**src/rtl/smeu_pkg.sv**
```systemverilog
// Package for the stack machine execute unit: opcodes, status codes and the
// record that travels from the front part to the back part. No dependencies.
package smeu_pkg;

	typedef enum logic [4:0] {
		OP_PUSH = 5'd0, OP_ADD = 5'd1, OP_SUB = 5'd2, OP_MUL = 5'd3, OP_DIV = 5'd4,
		OP_MOD = 5'd5, OP_AND = 5'd6, OP_OR = 5'd7, OP_XOR = 5'd8, OP_SHL = 5'd9,
		OP_SHR = 5'd10, OP_OUT = 5'd11, OP_IN = 5'd12, OP_STORE = 5'd13,
		OP_LOAD = 5'd14, OP_BZ = 5'd15, OP_BPOS = 5'd16, OP_BNEG = 5'd17,
		OP_JMP = 5'd18, OP_POP = 5'd19, OP_HALT = 5'd20
	} opcode_t;

	localparam logic [2:0] ST_OK      = 3'd0;
	localparam logic [2:0] ST_UNDER   = 3'd1;
	localparam logic [2:0] ST_DIV0    = 3'd2;
	localparam logic [2:0] ST_BADREG  = 3'd3;
	localparam logic [2:0] ST_OVER    = 3'd4;
	localparam logic [2:0] ST_HALT    = 3'd5;
	localparam logic [2:0] ST_NOLABEL = 3'd6;

	localparam int NUM_REGS = 4;

	// instruction classes assigned by the front part
	typedef enum logic [2:0] {
		CL_PUSH, CL_BINARY, CL_UNARY, CL_JMP, CL_POP, CL_HALT
	} iclass_t;

	typedef struct packed {
		logic [4:0]  opcode;
		iclass_t     iclass;
		logic [9:0]  operand;
		logic [31:0] in_value;
		logic [15:0] target_addr;
		logic        target_valid;
		logic        reg_ok;
		logic        is_div;
	} instr_t;

	typedef struct packed {
		logic [2:0]  status;
		logic        out_valid;
		logic [31:0] out_value;
		logic        out_is_number;
		logic        jump;
		logic [15:0] jump_addr;
	} result_t;

endpackage

```
**src/rtl/smeu_front.sv**
```systemverilog
// Front part: accepts instructions, classifies them and holds them in a
// two-entry queue for the back part. Depends on smeu_pkg.
module smeu_front (
	input  logic             clk,
	input  logic             arst_n,
	input  logic             in_valid,
	output logic             in_ready,
	input  logic [4:0]       opcode,
	input  logic [9:0]       operand,
	input  logic [31:0]      in_value,
	input  logic [15:0]      target_addr,
	input  logic             target_valid,
	output logic             q_valid,
	input  logic             q_ready,
	output smeu_pkg::instr_t q_instr
);
	smeu_pkg::instr_t entry_q [2];
	logic             rd_q, wr_q;
	logic [1:0]       cnt_q;
	smeu_pkg::instr_t cls;
	logic             push, pop;

	always_comb begin
		cls.opcode       = opcode;
		cls.operand      = operand;
		cls.in_value     = in_value;
		cls.target_addr  = target_addr;
		cls.target_valid = target_valid;
		cls.reg_ok       = (operand < 10'(smeu_pkg::NUM_REGS));
		cls.is_div       = (opcode == smeu_pkg::OP_DIV) || (opcode == smeu_pkg::OP_MOD);
		unique case (opcode) inside
			smeu_pkg::OP_PUSH, smeu_pkg::OP_IN, smeu_pkg::OP_LOAD: cls.iclass = smeu_pkg::CL_PUSH;
			[smeu_pkg::OP_ADD:smeu_pkg::OP_XOR]:               cls.iclass = smeu_pkg::CL_BINARY;
			smeu_pkg::OP_SHL, smeu_pkg::OP_SHR, smeu_pkg::OP_OUT, smeu_pkg::OP_STORE,
			smeu_pkg::OP_BZ, smeu_pkg::OP_BPOS, smeu_pkg::OP_BNEG:  cls.iclass = smeu_pkg::CL_UNARY;
			smeu_pkg::OP_JMP:                                  cls.iclass = smeu_pkg::CL_JMP;
			smeu_pkg::OP_POP:                                  cls.iclass = smeu_pkg::CL_POP;
			default:                                           cls.iclass = smeu_pkg::CL_HALT;
		endcase
	end

	assign in_ready = (cnt_q != 2'd2);
	assign q_valid  = (cnt_q != 2'd0);
	assign q_instr  = entry_q[rd_q];
	assign push     = in_valid && in_ready;
	assign pop      = q_valid && q_ready;

	always_ff @(posedge clk or negedge arst_n) begin
		if (!arst_n) begin
			rd_q  <= 1'b0;
			wr_q  <= 1'b0;
			cnt_q <= 2'd0;
		end else begin
			if (push) wr_q <= ~wr_q;
			if (pop) rd_q <= ~rd_q;
			cnt_q <= cnt_q + 2'(push) - 2'(pop);
		end
	end

	always_ff @(posedge clk) begin
		if (push) entry_q[wr_q] <= cls;
	end
endmodule

```
**config.mk**
```make
export PLATFORM = sky130hd
export DESIGN_NAME = smeu_front
export DESIGN_NICKNAME = d
export VERILOG_FILES = /design/src/rtl/smeu_pkg.sv /design/src/rtl/smeu_front.sv
export SDC_FILE = /design/constraint.sdc
export NUM_CORES = 1
export LEC_CHECK = 0
export ABC_AREA = 1
export BUFFER_PORTS_ARGS = -buffer_cell sky130_fd_sc_hd__buf_2
export CAP_MARGIN = 10
export CORE_MARGIN = 1
export CORE_UTILIZATION = 50
export CTS_CLUSTER_DIAMETER = 120
export DETAILED_ROUTE_END_ITERATION = 16
export PLACE_DENSITY = 0.72
export SETUP_SLACK_MARGIN = 0.3
export SYNTH_ARGS = -nofsm -noshare
export SYNTH_HDL_FRONTEND = slang
export SYNTH_SLANG_ARGS = --single-unit
```
**constraint.sdc**
```tcl
create_clock -name clk -period 7.7 [get_ports clk]
set_input_delay 2.31 -clock clk [delete_from_list [all_inputs] [get_ports clk]]
set_output_delay 2.31 -clock clk [all_outputs]
set_load 0.01 [all_outputs]
```
==> results of run 1 <==
-- registers in the layout (all words and copies together) (netlist names) --
register	cells
entry_q	138
cnt_q	2
wr_q	1
rd_q	1
-- layout by cell type, fill, tap and decap left out, drive strengths merged --
cell type  instances
nand3              5
or2                1
buf              142
and2               1
dfrtp              4
edfxtp           138
inv               13
xnor2              2
nand2            223
xor2               1
clkinvlp           3
clkbuf            17
ha                 2
nor3               1
nor4               2
nor2               9
clkinv             6
a21oi              1
nand4              1
bufinv             4
-- cells by family after synthesis --
| kind of cell | Yosys count | synth area share |
|---|---|---|
| simple gates | 243 | 0.176 |
| compound gates | 1 | 0.000926 |
| xor+xnor | 3 | 0.00487 |
| fa+ha+maj | 2 | 0.00463 |
| flops | 142 | 0.786 |
| buf+inv | 26 | 0.0271 |
-- per-layer routing --
metal	part of all wire	vias up
li1	-	1695
met1	0.40	1607
met3	0.073	4
met5	0	-
met2	0.52	115
met4	0.0074	0
-- power by group --
part | total, mW | internal, mW | switching, mW
sequential | 1.10 | 1.06 | 0.0414
combinational | 0.798 | 0.264 | 0.534
clock | 0.820 | 0.524 | 0.296
-- per-stage QoR --
stage	setup slack [ns]	cell area [sq um]	std cells	utilization	total power [mW]
finish	3.53	6820	712	0.655	2.72
global route	3.36	6820	712	0.655	2.87
CTS	3.11	6800	711	0.653	2.74
detailed placement	3.35	6190	679	0.595	1.92
global placement	3.40	6190	679	0.595	1.90
floorplan	1.89	5400	417	-	1.63
-- final cells by class --
class	count	share of cell area
clock inverter	15	0.0284
timing repair buffer	142	0.107
clock buffer	17	0.0607
tap	136	0.0249
inverter	11	0.00605
sequential	142	0.622
multi-input combinational	249	0.150
-- worst min path at each step --
stage	from	endpoint	slack (ns)	cells after the start
after floorplan	wr_q	wr_q	0.48	2
after global placement	cnt_q[0]	cnt_q[0]	0.51	1
after detailed placement	cnt_q[0]	cnt_q[0]	0.52	1
after CTS	cnt_q[0]	cnt_q[0]	0.54	1
after global routing	cnt_q[0]	cnt_q[0]	0.57	1
final	cnt_q[0]	cnt_q[0]	0.53	1
==> results, run 1 <==
- After floorplanning, the core was divided into 37 placement rows.
- A synthesized cell averages around 13 sq um.
- On the final layout, the worst hold slack is 0.525 ns.
- In the post-synthesis netlist, the biggest area contributors are sky130_fd_sc_hd__edfxtp_1 (77%), sky130_fd_sc_hd__nand2_1 (15%), sky130_fd_sc_hd__dfrtp_1 (1.9%).
- The H-tree was split into 4 levels.
- The final worst clock skew is ~0.011 ns.
- The total of warnings raised by yosys is 0.
- The number of ports placed on the die boundary is between 100 and 150.
- The cell with the largest stage delay on the worst path is sky130_fd_sc_hd__buf_4.
- The largest net degree at the start of global routing is a little over 70.
- The max-capacitance violation count is 0.
- STA classifies the critical path endpoint as a primary output.
- In this run the worst path has a maximum fanout of 69.
- In this run the critical register-to-register path is captured at entry_q[0][68].
- The portion of the clock cycle consumed by the worst path in the final layout is 0.542.
- The post-CTS resize count is 0.
- The max-slew violation total from the final report is 0.
- The critical path starts at rd_q.
- Of the post-synthesis cell area, the dominant cell type holds 0.768.
- For the worst setup path, the data required time is about 5.4 ns.
- For the worst flop-to-flop path, the logic depth is 4.
- The synthesized design contains between 100 and 150 register bits.
- The number of antenna violations at the first check in global routing was 0.
- After clock tree synthesis, the clock-pin slew on the worst setup and hold paths is roughly 0.06 ns.
- Fill cells in the final layout number 765.
- The estimated wirelength of the detail-placed design is about 6000 microns.
- Summed over all cells, the static leakage comes to 2.96 nW.
- At the later pin of the worst-skew pair, clock insertion delay measures slightly above 0.5 ns.
- For this block, the routed nets add up to slightly below 10000 microns of wire.
- Setup repair after global routing left no endpoint under its margin.
- The aggregate negative setup slack is 0 ns.
- The count of endpoints failing hold in the final timing report was 0.
- In the synthesized netlist the async set-or-reset flop fraction comes to 0.0282.
- Among the stages of the critical path, the cell type that occurs most often is sky130_fd_sc_hd__nand2_1.
- The final setup violation count is 0.
- Traced cell by cell, the critical path runs through buf_4 -> nand2_1 -> nand2_1 -> buf_2.
- The CTS root buffer is sky130_fd_sc_hd__clkbuf_8.
- The portion of the post-synthesis area used by sequential elements is 0.786.
- The fmax is around 240 MHz.
- The power per unit of standard cell area is roughly 400 nW/um^2.
- The largest single stage delay on the critical path is about 0.59 ns.
- The critical path runs through a total of 4 cells.
- The number of nets handed over by synthesis was around 490.
- The wire length per cell after detailed routing is about 14 microns.
- The total area of multi-input combinational cells is roughly 1000 sq um.
- 0 antenna diodes ended up in the layout.
- In this run, synthesis inferred ~140 flip-flops with an integrated enable.
- The final RePlAce weighted congestion is between 0.7 and 0.8.
- The total buffers and inverters traversed by the critical path is 2.
- The highest-utilization routing layer at the global route stage is met2.
- The area of the die is between 10000 and 15000 sq um.
- The DRC violation total after the first TritonRoute iteration is between 200 and 250.
- The first global-routing pass estimated 15000 microns of wire.
- Counting every sink on the clock net gives around 140.
- By count the netlist is led by sky130_fd_sc_hd__nand2_1 (221), sky130_fd_sc_hd__edfxtp_1 (138), sky130_fd_sc_hd__inv_1 (9).
- The total CTS buffers is 17.
- The routing usage on met2 is 0.306.
- The cts-stage hold buffer count is 0.
- The number of buffers added on ports is between 100 and 150.
- The count of cell types in the netlist is 22.
- The number of global-route vias before repair is 3269.
- The peak supply drop is ~0.20 mV.
- From left edge to right edge, the die measures 106 microns.
- The minimum setup slack among reg-to-reg paths is between 5 and 6 ns.
- The most frequently used cell type in the post-synthesis netlist is sky130_fd_sc_hd__nand2_1.
- In the final layout, flip-flops and latches occupy between 4000 and 5000 sq um.
- In the synthesized netlist, the number of instances is 417.
- The via count is ~3400.
- The run finished with clean final reports.
- The final-stage net count is 633.
- After synthesis the cells add up to roughly 5400 sq um.
- The worst setup path is of the reg2out kind.
- The number of nets still failing antenna checks after routing is 0.
- The total global-route track usage is 0.180.
- The most used flip-flop cell after synthesis is sky130_fd_sc_hd__edfxtp_1.
- The minimum clock period is around 4.2 ns.
- For met3 alone, demand over resource in global routing was 0.0625.
- In this run the worst setup path terminates at q_instr[11].
- The family with the most delay on the worst path is buffers and inverters.
- For the worst setup path, the data arrival time is 1.86 ns.
- The first-pass iteration count of the detailed router is 4.
- The number of buffers inserted by post-CTS setup repair is 0.
- The relative area change from synthesis to final layout is 26.3%.
- The largest total area in the synthesized netlist belongs to sky130_fd_sc_hd__edfxtp_1.
- The kind of launch point of the worst setup path is a flip-flop.
- The class of the tightest hold or removal check is reg2reg.
- The worst pin sits at a relative slew slack of 0.320.
- Using the TritonRoute via totals, the vias-per-cell ratio works out to slightly below 5.
- The worst register-to-register path begins at cnt_q[1].
- The remaining global-route overflow is 0.
- The placeable core region is ~10000 sq um.
- The global-route met1 utilization is 0.211.
- At the pin with the least slew margin, the transition time is roughly 1 ns.
- The vertical extent of the die is approximately 110 microns.
- The number of DRC violations after detailed routing is 0.
- For this configuration, the core starts out at a cell density of 0.518.
- The ratio of cells with drive above 1 in the final layout is 0.318.
- Counting along the longest clock path gives a buffer depth of 2.
- TritonCTS built the clock tree.
No activity file was read; power rests on OpenSTA's default activity.
==> run 2: changes to the inputs <==
CORE_UTILIZATION = 47   (was 50)
PLACE_DENSITY = 0.71   (was 0.72)
clock period = 3.6 ns   (was 7.7 ns; I/O delays follow)
==> results, run 2 (synthesized netlist as in run 1, its figures left out) <==
- The first-pass iteration count of the detailed router is 4 (unchanged).
- The number of DRC violations after detailed routing is 0 (unchanged).
- The instance count after placement with tap cells included was 687 (+1.2%).
- The number of buffers added on ports is 138 (unchanged).
- The library cells used most frequently in the layout, excluding fill and tap cells, are sky130_fd_sc_hd__nand2_1 (221), sky130_fd_sc_hd__edfxtp_1 (138), sky130_fd_sc_hd__buf_2 (138).
- The placeable core region is 11000 sq um (+5.9%).
- The utilization of the core after routing is 0.613 (-0.0423).
- The clock period could shrink to between 2 and 3 ns.
- Setup repair after global routing left no endpoint under its margin.
- The total CTS buffers was 17 (unchanged).
- The final setup violation count is 0 (unchanged).
- The number of clock sinks was 142 (unchanged).
- The wire length per cell after detailed routing is 13.8 microns (+1.5%).
- The largest net degree at the start of global routing is 51 (-28%).
- The largest register by flop count is entry_q.
- The post-CTS resize count is 0 (unchanged).
- The worst hold margin was 0.478 ns (-0.0471 ns).
- STA classifies the critical path startpoint as a flip-flop.
- The number of placement rows is 38 (+2.7%).
- The number of ports placed on the die boundary is 139 (unchanged).
- The via count is 3434 (+0.38%).
- TritonCTS built the clock tree.
- The antenna diode count is 0 (unchanged).
- The cts-stage hold buffer count is 0 (unchanged).
- The power per unit of standard cell area is 828 nW/um^2 (+110%).
- The static leakage is 2.93 nW (-0.95%).
- The flip-flop count of the largest register after layout is 138 (unchanged).
- The peak supply drop is 0.472 mV (+130%).
- The worst-path maximum fanout came to 50 (-28%).
- The estimated wirelength of the detail-placed design was 6440 microns (+7.7%).
- The max-capacitance violation count is 0 (unchanged).
- The class of the most critical setup path is reg2out.
- The total wire length after detailed routing is 9910 microns (+2.2%).
- The number of global-route vias before repair is 3275 (+0.18%).
- The initial core utilization is 0.489 (-0.0289).
- The ratio of cells with drive above 1 in the final layout is 0.319 (+0.00118).
- The H-tree depth is 4 (unchanged).
- The number of buffers inserted by post-CTS setup repair was 0 (unchanged).
- In the finished design, the share of the clock period the worst path needs comes to 0.827.
- The latest clock arrival within the worst-skew pair is 0.40 ns (-0.11 ns).
- The CTS root buffer is sky130_fd_sc_hd__clkbuf_16.
- The max-slew violation total from the final report is 0 (unchanged).
- The total design power came to 5.59 mW (+110%).
- The run finished with clean final reports.
- The total global-route track usage is 0.175 (-0.00491).
- The worst relative slew slack is 0.628 (+0.309).
- The maximum count of clock buffers along a single path is 2 (unchanged).
- The final worst clock skew is 0.00405 ns (-0.00727 ns).
- The number of nets still failing antenna checks after routing came to 0 (unchanged).
- The data arrival time of the worst path is 1.90 ns (+0.04 ns).
- The final RePlAce weighted congestion is 0.709 (-5.2%).
- The transition time of the tightest slew-check pin is 0.558 ns (-0.460 ns).
- The library cell used most frequently in the layout, excluding fill and tap cells, is sky130_fd_sc_hd__nand2_1.
- The final cell count without fillers is 717 (+0.70%).
- The worst hold path belongs to the class in2async.
- The vertical extent of the die is 109 microns (+3.1%).
- The global-route wire length before repair came to 15200 microns (+1.5%).
- The register clock-pin slew on the reported worst setup and hold paths is 0.05 ns (about the same).
- The count of endpoints failing hold in the final timing report came to 0 (unchanged).
- The data required time at the worst endpoint is 2.52 ns (-2.87 ns).
- The final-stage net count is 636 (+0.47%).
- The fmax is 336 MHz.
- In the final layout, the registers with the most flip-flops are entry_q (138), cnt_q (2).
- The vias per cell was 4.79 (-0.32%).
- The width of the chip came to 109 microns (+3.1%).
- STA classifies the critical path endpoint as a primary output.
- The number of antenna violations at the first check in global routing came to 0 (unchanged).
- The area of the die is 11900 sq um (+6.3%).
- The remaining global-route overflow is 0 (unchanged).
- The relative area change from synthesis to final layout is 25.2%.
- The aggregate negative setup slack is 0 ns (unchanged).
- The DRC violation total after the first TritonRoute iteration came to 127 (-48%).
==> run 2: cell types whose count changed in the layout (fill, tap and decap cells not counted), sizes merged <==
| cell | change |
|---|---|
| buf | +3 |
| bufinv | -3 |
| clkbuf | +1 |
| clkinv | +1 |
| clkinvlp | +1 |
| inv | -2 |
==> run 2: final timing paths <==
kind                            startpoint             to  slack, ns  cells after the start
worst max-delay path                  rd_q     q_instr[0]       0.62                      4
worst min-delay path                arst_n       cnt_q[1]       0.48                      1
worst max register to register    cnt_q[1]  entry_q[1][3]       1.94                      4
worst min register to register    cnt_q[0]       cnt_q[0]       0.53                      1
max in group asynchronous           arst_n           rd_q       2.99                      1
min in group clk                  cnt_q[0]       cnt_q[0]       0.53                      1
==> run 2: metal layers <==
layer | wire (microns) | GRT usage | vias to the layer above
li1 | - | - | 1695
met1 | 4190 | 0.210 | 1635
met2 | 4940 | 0.289 | 95
met3 | 681 | 0.0634 | 9
met4 | 103 | 0.0686 | 0
met5 | 0 | 0 | -
==> run 2: per-stage QoR <==
stage	worst slack (ns)	area, sq um
2_1_floorplan	0.177	5400
3_3_place_gp	1.04	6230
3_5_place_dp	1.01	6230
4_1_cts	0.568	6760
5_1_grt	0.473	6760
6_report	0.623	6760
==> run 2: cell type report <==
cell class                 instances  area, sq um
timing repair buffer             145          743
clock buffer                      18          429
multi-input combinational        249         1020
tap                              140          175
clock inverter                    12          100
inverter                          11         41.3
fill                             866         4270
sequential                       142         4250
==> run 2: where the power goes <==
| part | internal [mW] | switching (mW) |
|---|---|---|
| combinational | 0.564 | 1.10 |
| sequential | 2.26 | 0.121 |
| clock | 0.933 | 0.614 |
==> run 2: critical path, stage by stage (launching register included) <==
cell and delay, ns:
sky130_fd_sc_hd__dfrtp_2 0.59, sky130_fd_sc_hd__buf_4 0.53, sky130_fd_sc_hd__nand2_1 0.10, sky130_fd_sc_hd__nand2_1 0.13, sky130_fd_sc_hd__buf_2 0.14
==> run 3: changes to the inputs <==
ABC_AREA = 0   (was 1)
CORE_UTILIZATION = 50   (was 47)
PLACE_DENSITY = 0.72   (was 0.71)
clock period = 3 ns   (was 3.6 ns; I/O delays follow)
==> results, run 3 <==
- The global-route met1 utilization was 0.204 (-0.00548).
- The share of flip-flops with an asynchronous set or reset after synthesis is 0.0282 (unchanged).
- The total buffers and inverters traversed by the critical path is 2 (unchanged).
- The total area of multi-input combinational cells is 1230 sq um (+21%).
- The minimum clock period is 2.64 ns.
- The cts-stage hold buffer count was 0 (unchanged).
- In the layout the commonest cells are sky130_fd_sc_hd__edfxtp_1 (138), sky130_fd_sc_hd__buf_2 (138), sky130_fd_sc_hd__mux2_4 (69).
- The reg-to-reg critical path startpoint is cnt_q[1].
- The H-tree depth is 4 (unchanged).
- The combinational family with the most area after synthesis is multiplexers.
- The fraction of the mapped netlist area in adder cells was 0.00450 (-0.000137).
- The class of the most critical setup path is reg2out.
- The xor and xnor area share after synthesis is 0.00630 (+0.00143).
- The largest net degree at the start of global routing is 43 (-16%).
- The initial core utilization is 0.513 (+0.0237).
- The estimated wirelength of the detail-placed design is 5980 microns (-7.3%).
- In the final layout, the registers with the most flip-flops are entry_q (138), cnt_q (2).
- The most frequently used cell type in the post-synthesis netlist is sky130_fd_sc_hd__edfxtp_1.
- The worst hold margin came to 0.201 ns (-0.277 ns).
- The final-stage net count is 475 (-25%).
- The number of ports placed on the die boundary is 139 (unchanged).
- The number of synthesized register bits is 142 (unchanged).
- The data required time at the worst endpoint is 2.10 ns (-0.42 ns).
- The number of enable-type register cells in the synthesized netlist is 138 (unchanged).
- The register clock-pin slew on the reported worst setup and hold paths is 0.06 ns (about the same).
- The count of cell types in the netlist is 24 (+9.1%).
- The maximum count of clock buffers along a single path was 2 (unchanged).
- The number of buffers added on ports is 138 (unchanged).
- The cell depth of the worst setup path was 3 (-1).
- The simple-gate area share of the yosys netlist is 0.0151 (-0.161).
- The cell area after synthesis is 5560 sq um (+3.0%).
- The instance count after placement with tap cells included is 526 (-23%).
- The family with the most delay on the worst path is flip-flops.
- The total design power is 6.93 mW (+24%).
- The nature of the critical path endpoint is a primary output.
- In the finished design, the share of the clock period the worst path needs comes to 0.880.
- The remaining global-route overflow was 0 (unchanged).
- The placement-stage worst setup slack is 0.704 ns (-0.302 ns).
- By count the netlist is led by sky130_fd_sc_hd__edfxtp_1 (138), sky130_fd_sc_hd__mux2_4 (69), sky130_fd_sc_hd__buf_6 (7).
- The flow ran to the end, and the final reports show no timing, DRC or antenna violations.
- The area of the die is 11600 sq um (-3.1%).
- The worst-path maximum fanout is 29 (-42%).
- The number of antenna violations at the first check in global routing is 0 (unchanged).
- The flip-flop count of the largest register after layout is 138 (unchanged).
- The number of cells produced by synthesis came to 249 (-40%).
- The count of endpoints failing hold in the final timing report was 0 (unchanged).
- The number of cell instances on the worst register-to-register path is 7 (+3).
- The final cell count without fillers is 555 (-23%).
- The tree is rooted in a sky130_fd_sc_hd__clkbuf_8.
- The portion of the post-synthesis area used by sequential elements is 0.763 (-0.0232).
- The static leakage was 2.82 nW (-3.8%).
- The relative area change from synthesis to final layout is 25.2% (about the same).
- The transition time of the tightest slew-check pin is 0.578 ns (+0.0200 ns).
- The total global-route track usage is 0.167 (-0.00841).
- The data arrival time of the worst path came to 1.74 ns (-0.16 ns).
- More flip-flops sit in one register than any other, and that register is entry_q.
- The DRC violation total after the first TritonRoute iteration is 131 (+3.1%).
- The global routing stage identified its most utilized layer as met2.
- The vias per cell is 5.00 (+4.4%).
- The endpoint of the worst-slack reg-to-reg timing path is cnt_q[1].
- The tightest min-delay check is of the in2async type.
- The longest individual stage delay on the worst path came to 0.43 ns (-0.16 ns).
- The worst setup path is launched from a flip-flop.
- The wire length per cell after detailed routing is 16.6 microns (+20%).
- The number of clock sinks is 142 (unchanged).
- On the critical path, the stage with the largest delay is an instance of sky130_fd_sc_hd__dfrtp_4.
- The number of fill cells is 789 (-8.9%).
- The aggregate negative setup slack is 0 ns (unchanged).
- Setup repair after global routing could not meet its margin everywhere.
- The mux cell area share after synthesis was 0.186 (+0.186).
- The synthesized area per cell is 22.3 sq um (+73%).
- The minimum setup slack among reg-to-reg paths is 1.32 ns (-0.62 ns).
- The final worst-path setup slack is 0.361 ns (-0.262 ns).
- The number of global-route vias before repair is 2776 (-15%).
- The vertical extent of the die is 107 microns (-1.6%).
- The register area came to 4250 sq um (about the same).
- The fraction of synthesized cell area taken by the top area cell type is 0.745 (-0.0226).
- The total CTS buffers is 17 (unchanged).
- The power per unit of standard cell area is 995 nW/um^2 (+20%).
- The met3 usage in global routing is 0.0545 (-0.00888).
- The max-slew violation total from the final report came to 0 (unchanged).
- The synthesized design spends more area on one cell type than any other, namely sky130_fd_sc_hd__edfxtp_1.
- The worst relative slew slack came to 0.615 (-0.0133).
- TritonCTS built the clock tree.
- The number of DRC violations after detailed routing was 0 (unchanged).
- The global-route wire length before repair is 13900 microns (-8.4%).
- The final setup violation count is 0 (unchanged).
- The first-pass iteration count of the detailed router is 4 (unchanged).
- The most critical setup path has its endpoint at q_instr[59].
- The fmax is roughly 380 MHz.
- The routing usage on met2 is 0.273 (-0.0164).
- In the post-synthesis netlist, the biggest area contributors are sky130_fd_sc_hd__edfxtp_1 (74%), sky130_fd_sc_hd__mux2_4 (19%), sky130_fd_sc_hd__dfrtp_1 (1.8%).
- The total of warnings raised by yosys is 0 (unchanged).
- The placeable core region is 10800 sq um (-1.7%).
- The signal on the critical path passes through buf_8 -> mux2_4 -> buf_2.
- The number of placement rows is 38 (unchanged).
- The number of nets produced by synthesis is 319 (-34%).
- The ratio of cells with drive above 1 in the final layout is 0.586 (+0.267).
- The peak supply drop came to 0.730 mV (+55%).
- The complex-gate fraction of the synthesized area was 0.00742 (+0.00650).
- The antenna diode count is 0 (unchanged).
- The latest clock arrival within the worst-skew pair is 0.49 ns (+0.09 ns).
- The most used flip-flop cell after synthesis is sky130_fd_sc_hd__edfxtp_1.
- The total wire length after detailed routing is 9210 microns (-7.1%).
- The via count is 2774 (-19%).
- Tracing the worst setup path back leads to its startpoint at rd_q.
- The max-capacitance violation count came to 0 (unchanged).
- The final RePlAce weighted congestion came to 0.661 (-6.8%).
- The width of the chip was 107 microns (-1.6%).
- The number of nets still failing antenna checks after routing came to 0 (unchanged).
- The final worst clock skew is 0.00387 ns (-0.000181 ns).
run 3: cell types whose count changed in the layout (fill, tap and decap cells not counted), moves of 3 or more:
cell,delta
sky130_fd_sc_hd__buf_4,-3
sky130_fd_sc_hd__clkinvlp_4,-3
sky130_fd_sc_hd__inv_1,-6
sky130_fd_sc_hd__mux2_4,+69
sky130_fd_sc_hd__nand2_1,-219
sky130_fd_sc_hd__nand3_1,-4
sky130_fd_sc_hd__nor2_2,-4
run 3: cells by family after synthesis:
logic type | count (synthesis)
simple gates | 14
fa+ha+maj | 2
xor+xnor | 4
mux | 69
flops | 142
buf+inv | 11
compound gates | 7
run 3: through the flow:
step	area, sq um	utilization
after detailed placement	6440	0.594
after global routing	6970	0.643
final	6970	0.643
after global placement	6440	0.594
after floorplan	5570	-
after CTS	6970	0.643
run 3: how the worst min path moves through the flow:
stage | depth (start not counted) | end | slack (ns) | from
final | 1 | rd_q | 0.20 | arst_n
after global routing | 1 | cnt_q[1] | 0.17 | arst_n
after CTS | 1 | wr_q | 0.17 | arst_n
after detailed placement | 1 | cnt_q[1] | 0.49 | cnt_q[1]
after global placement | 1 | cnt_q[1] | 0.48 | cnt_q[1]
after floorplan | 1 | cnt_q[1] | 0.46 | cnt_q[1]
run 3: area by class of cell:
type | count | area share
clock buffers | 19 | 0.0605
clock inverters | 10 | 0.0144
inverters | 3 | 0.00162
multi-input cells | 96 | 0.177
flip-flops and latches | 142 | 0.610
well taps | 140 | 0.0251
repair buffers | 145 | 0.111
run 3: metal layers:
layer  share of wire  vias to the layer above
met5               0                        -
met4          0.0074                        0
met3           0.061                        4
met2            0.51                      105
met1            0.42                     1376
li1                -                     1289
run 3: where the power goes:
| part | internal, mW | switching (mW) |
|---|---|---|
| sequential | 2.72 | 0.129 |
| clock | 1.15 | 0.698 |
| combinational | 1.15 | 1.08 |
run 3: timing repair:
action | CTS | global route
setup endpoints to repair | 28 | 13
endpoints found under the hold margin | 0 | 0
buffers inserted | 0 | 0
gates resized for setup | 2 | 0
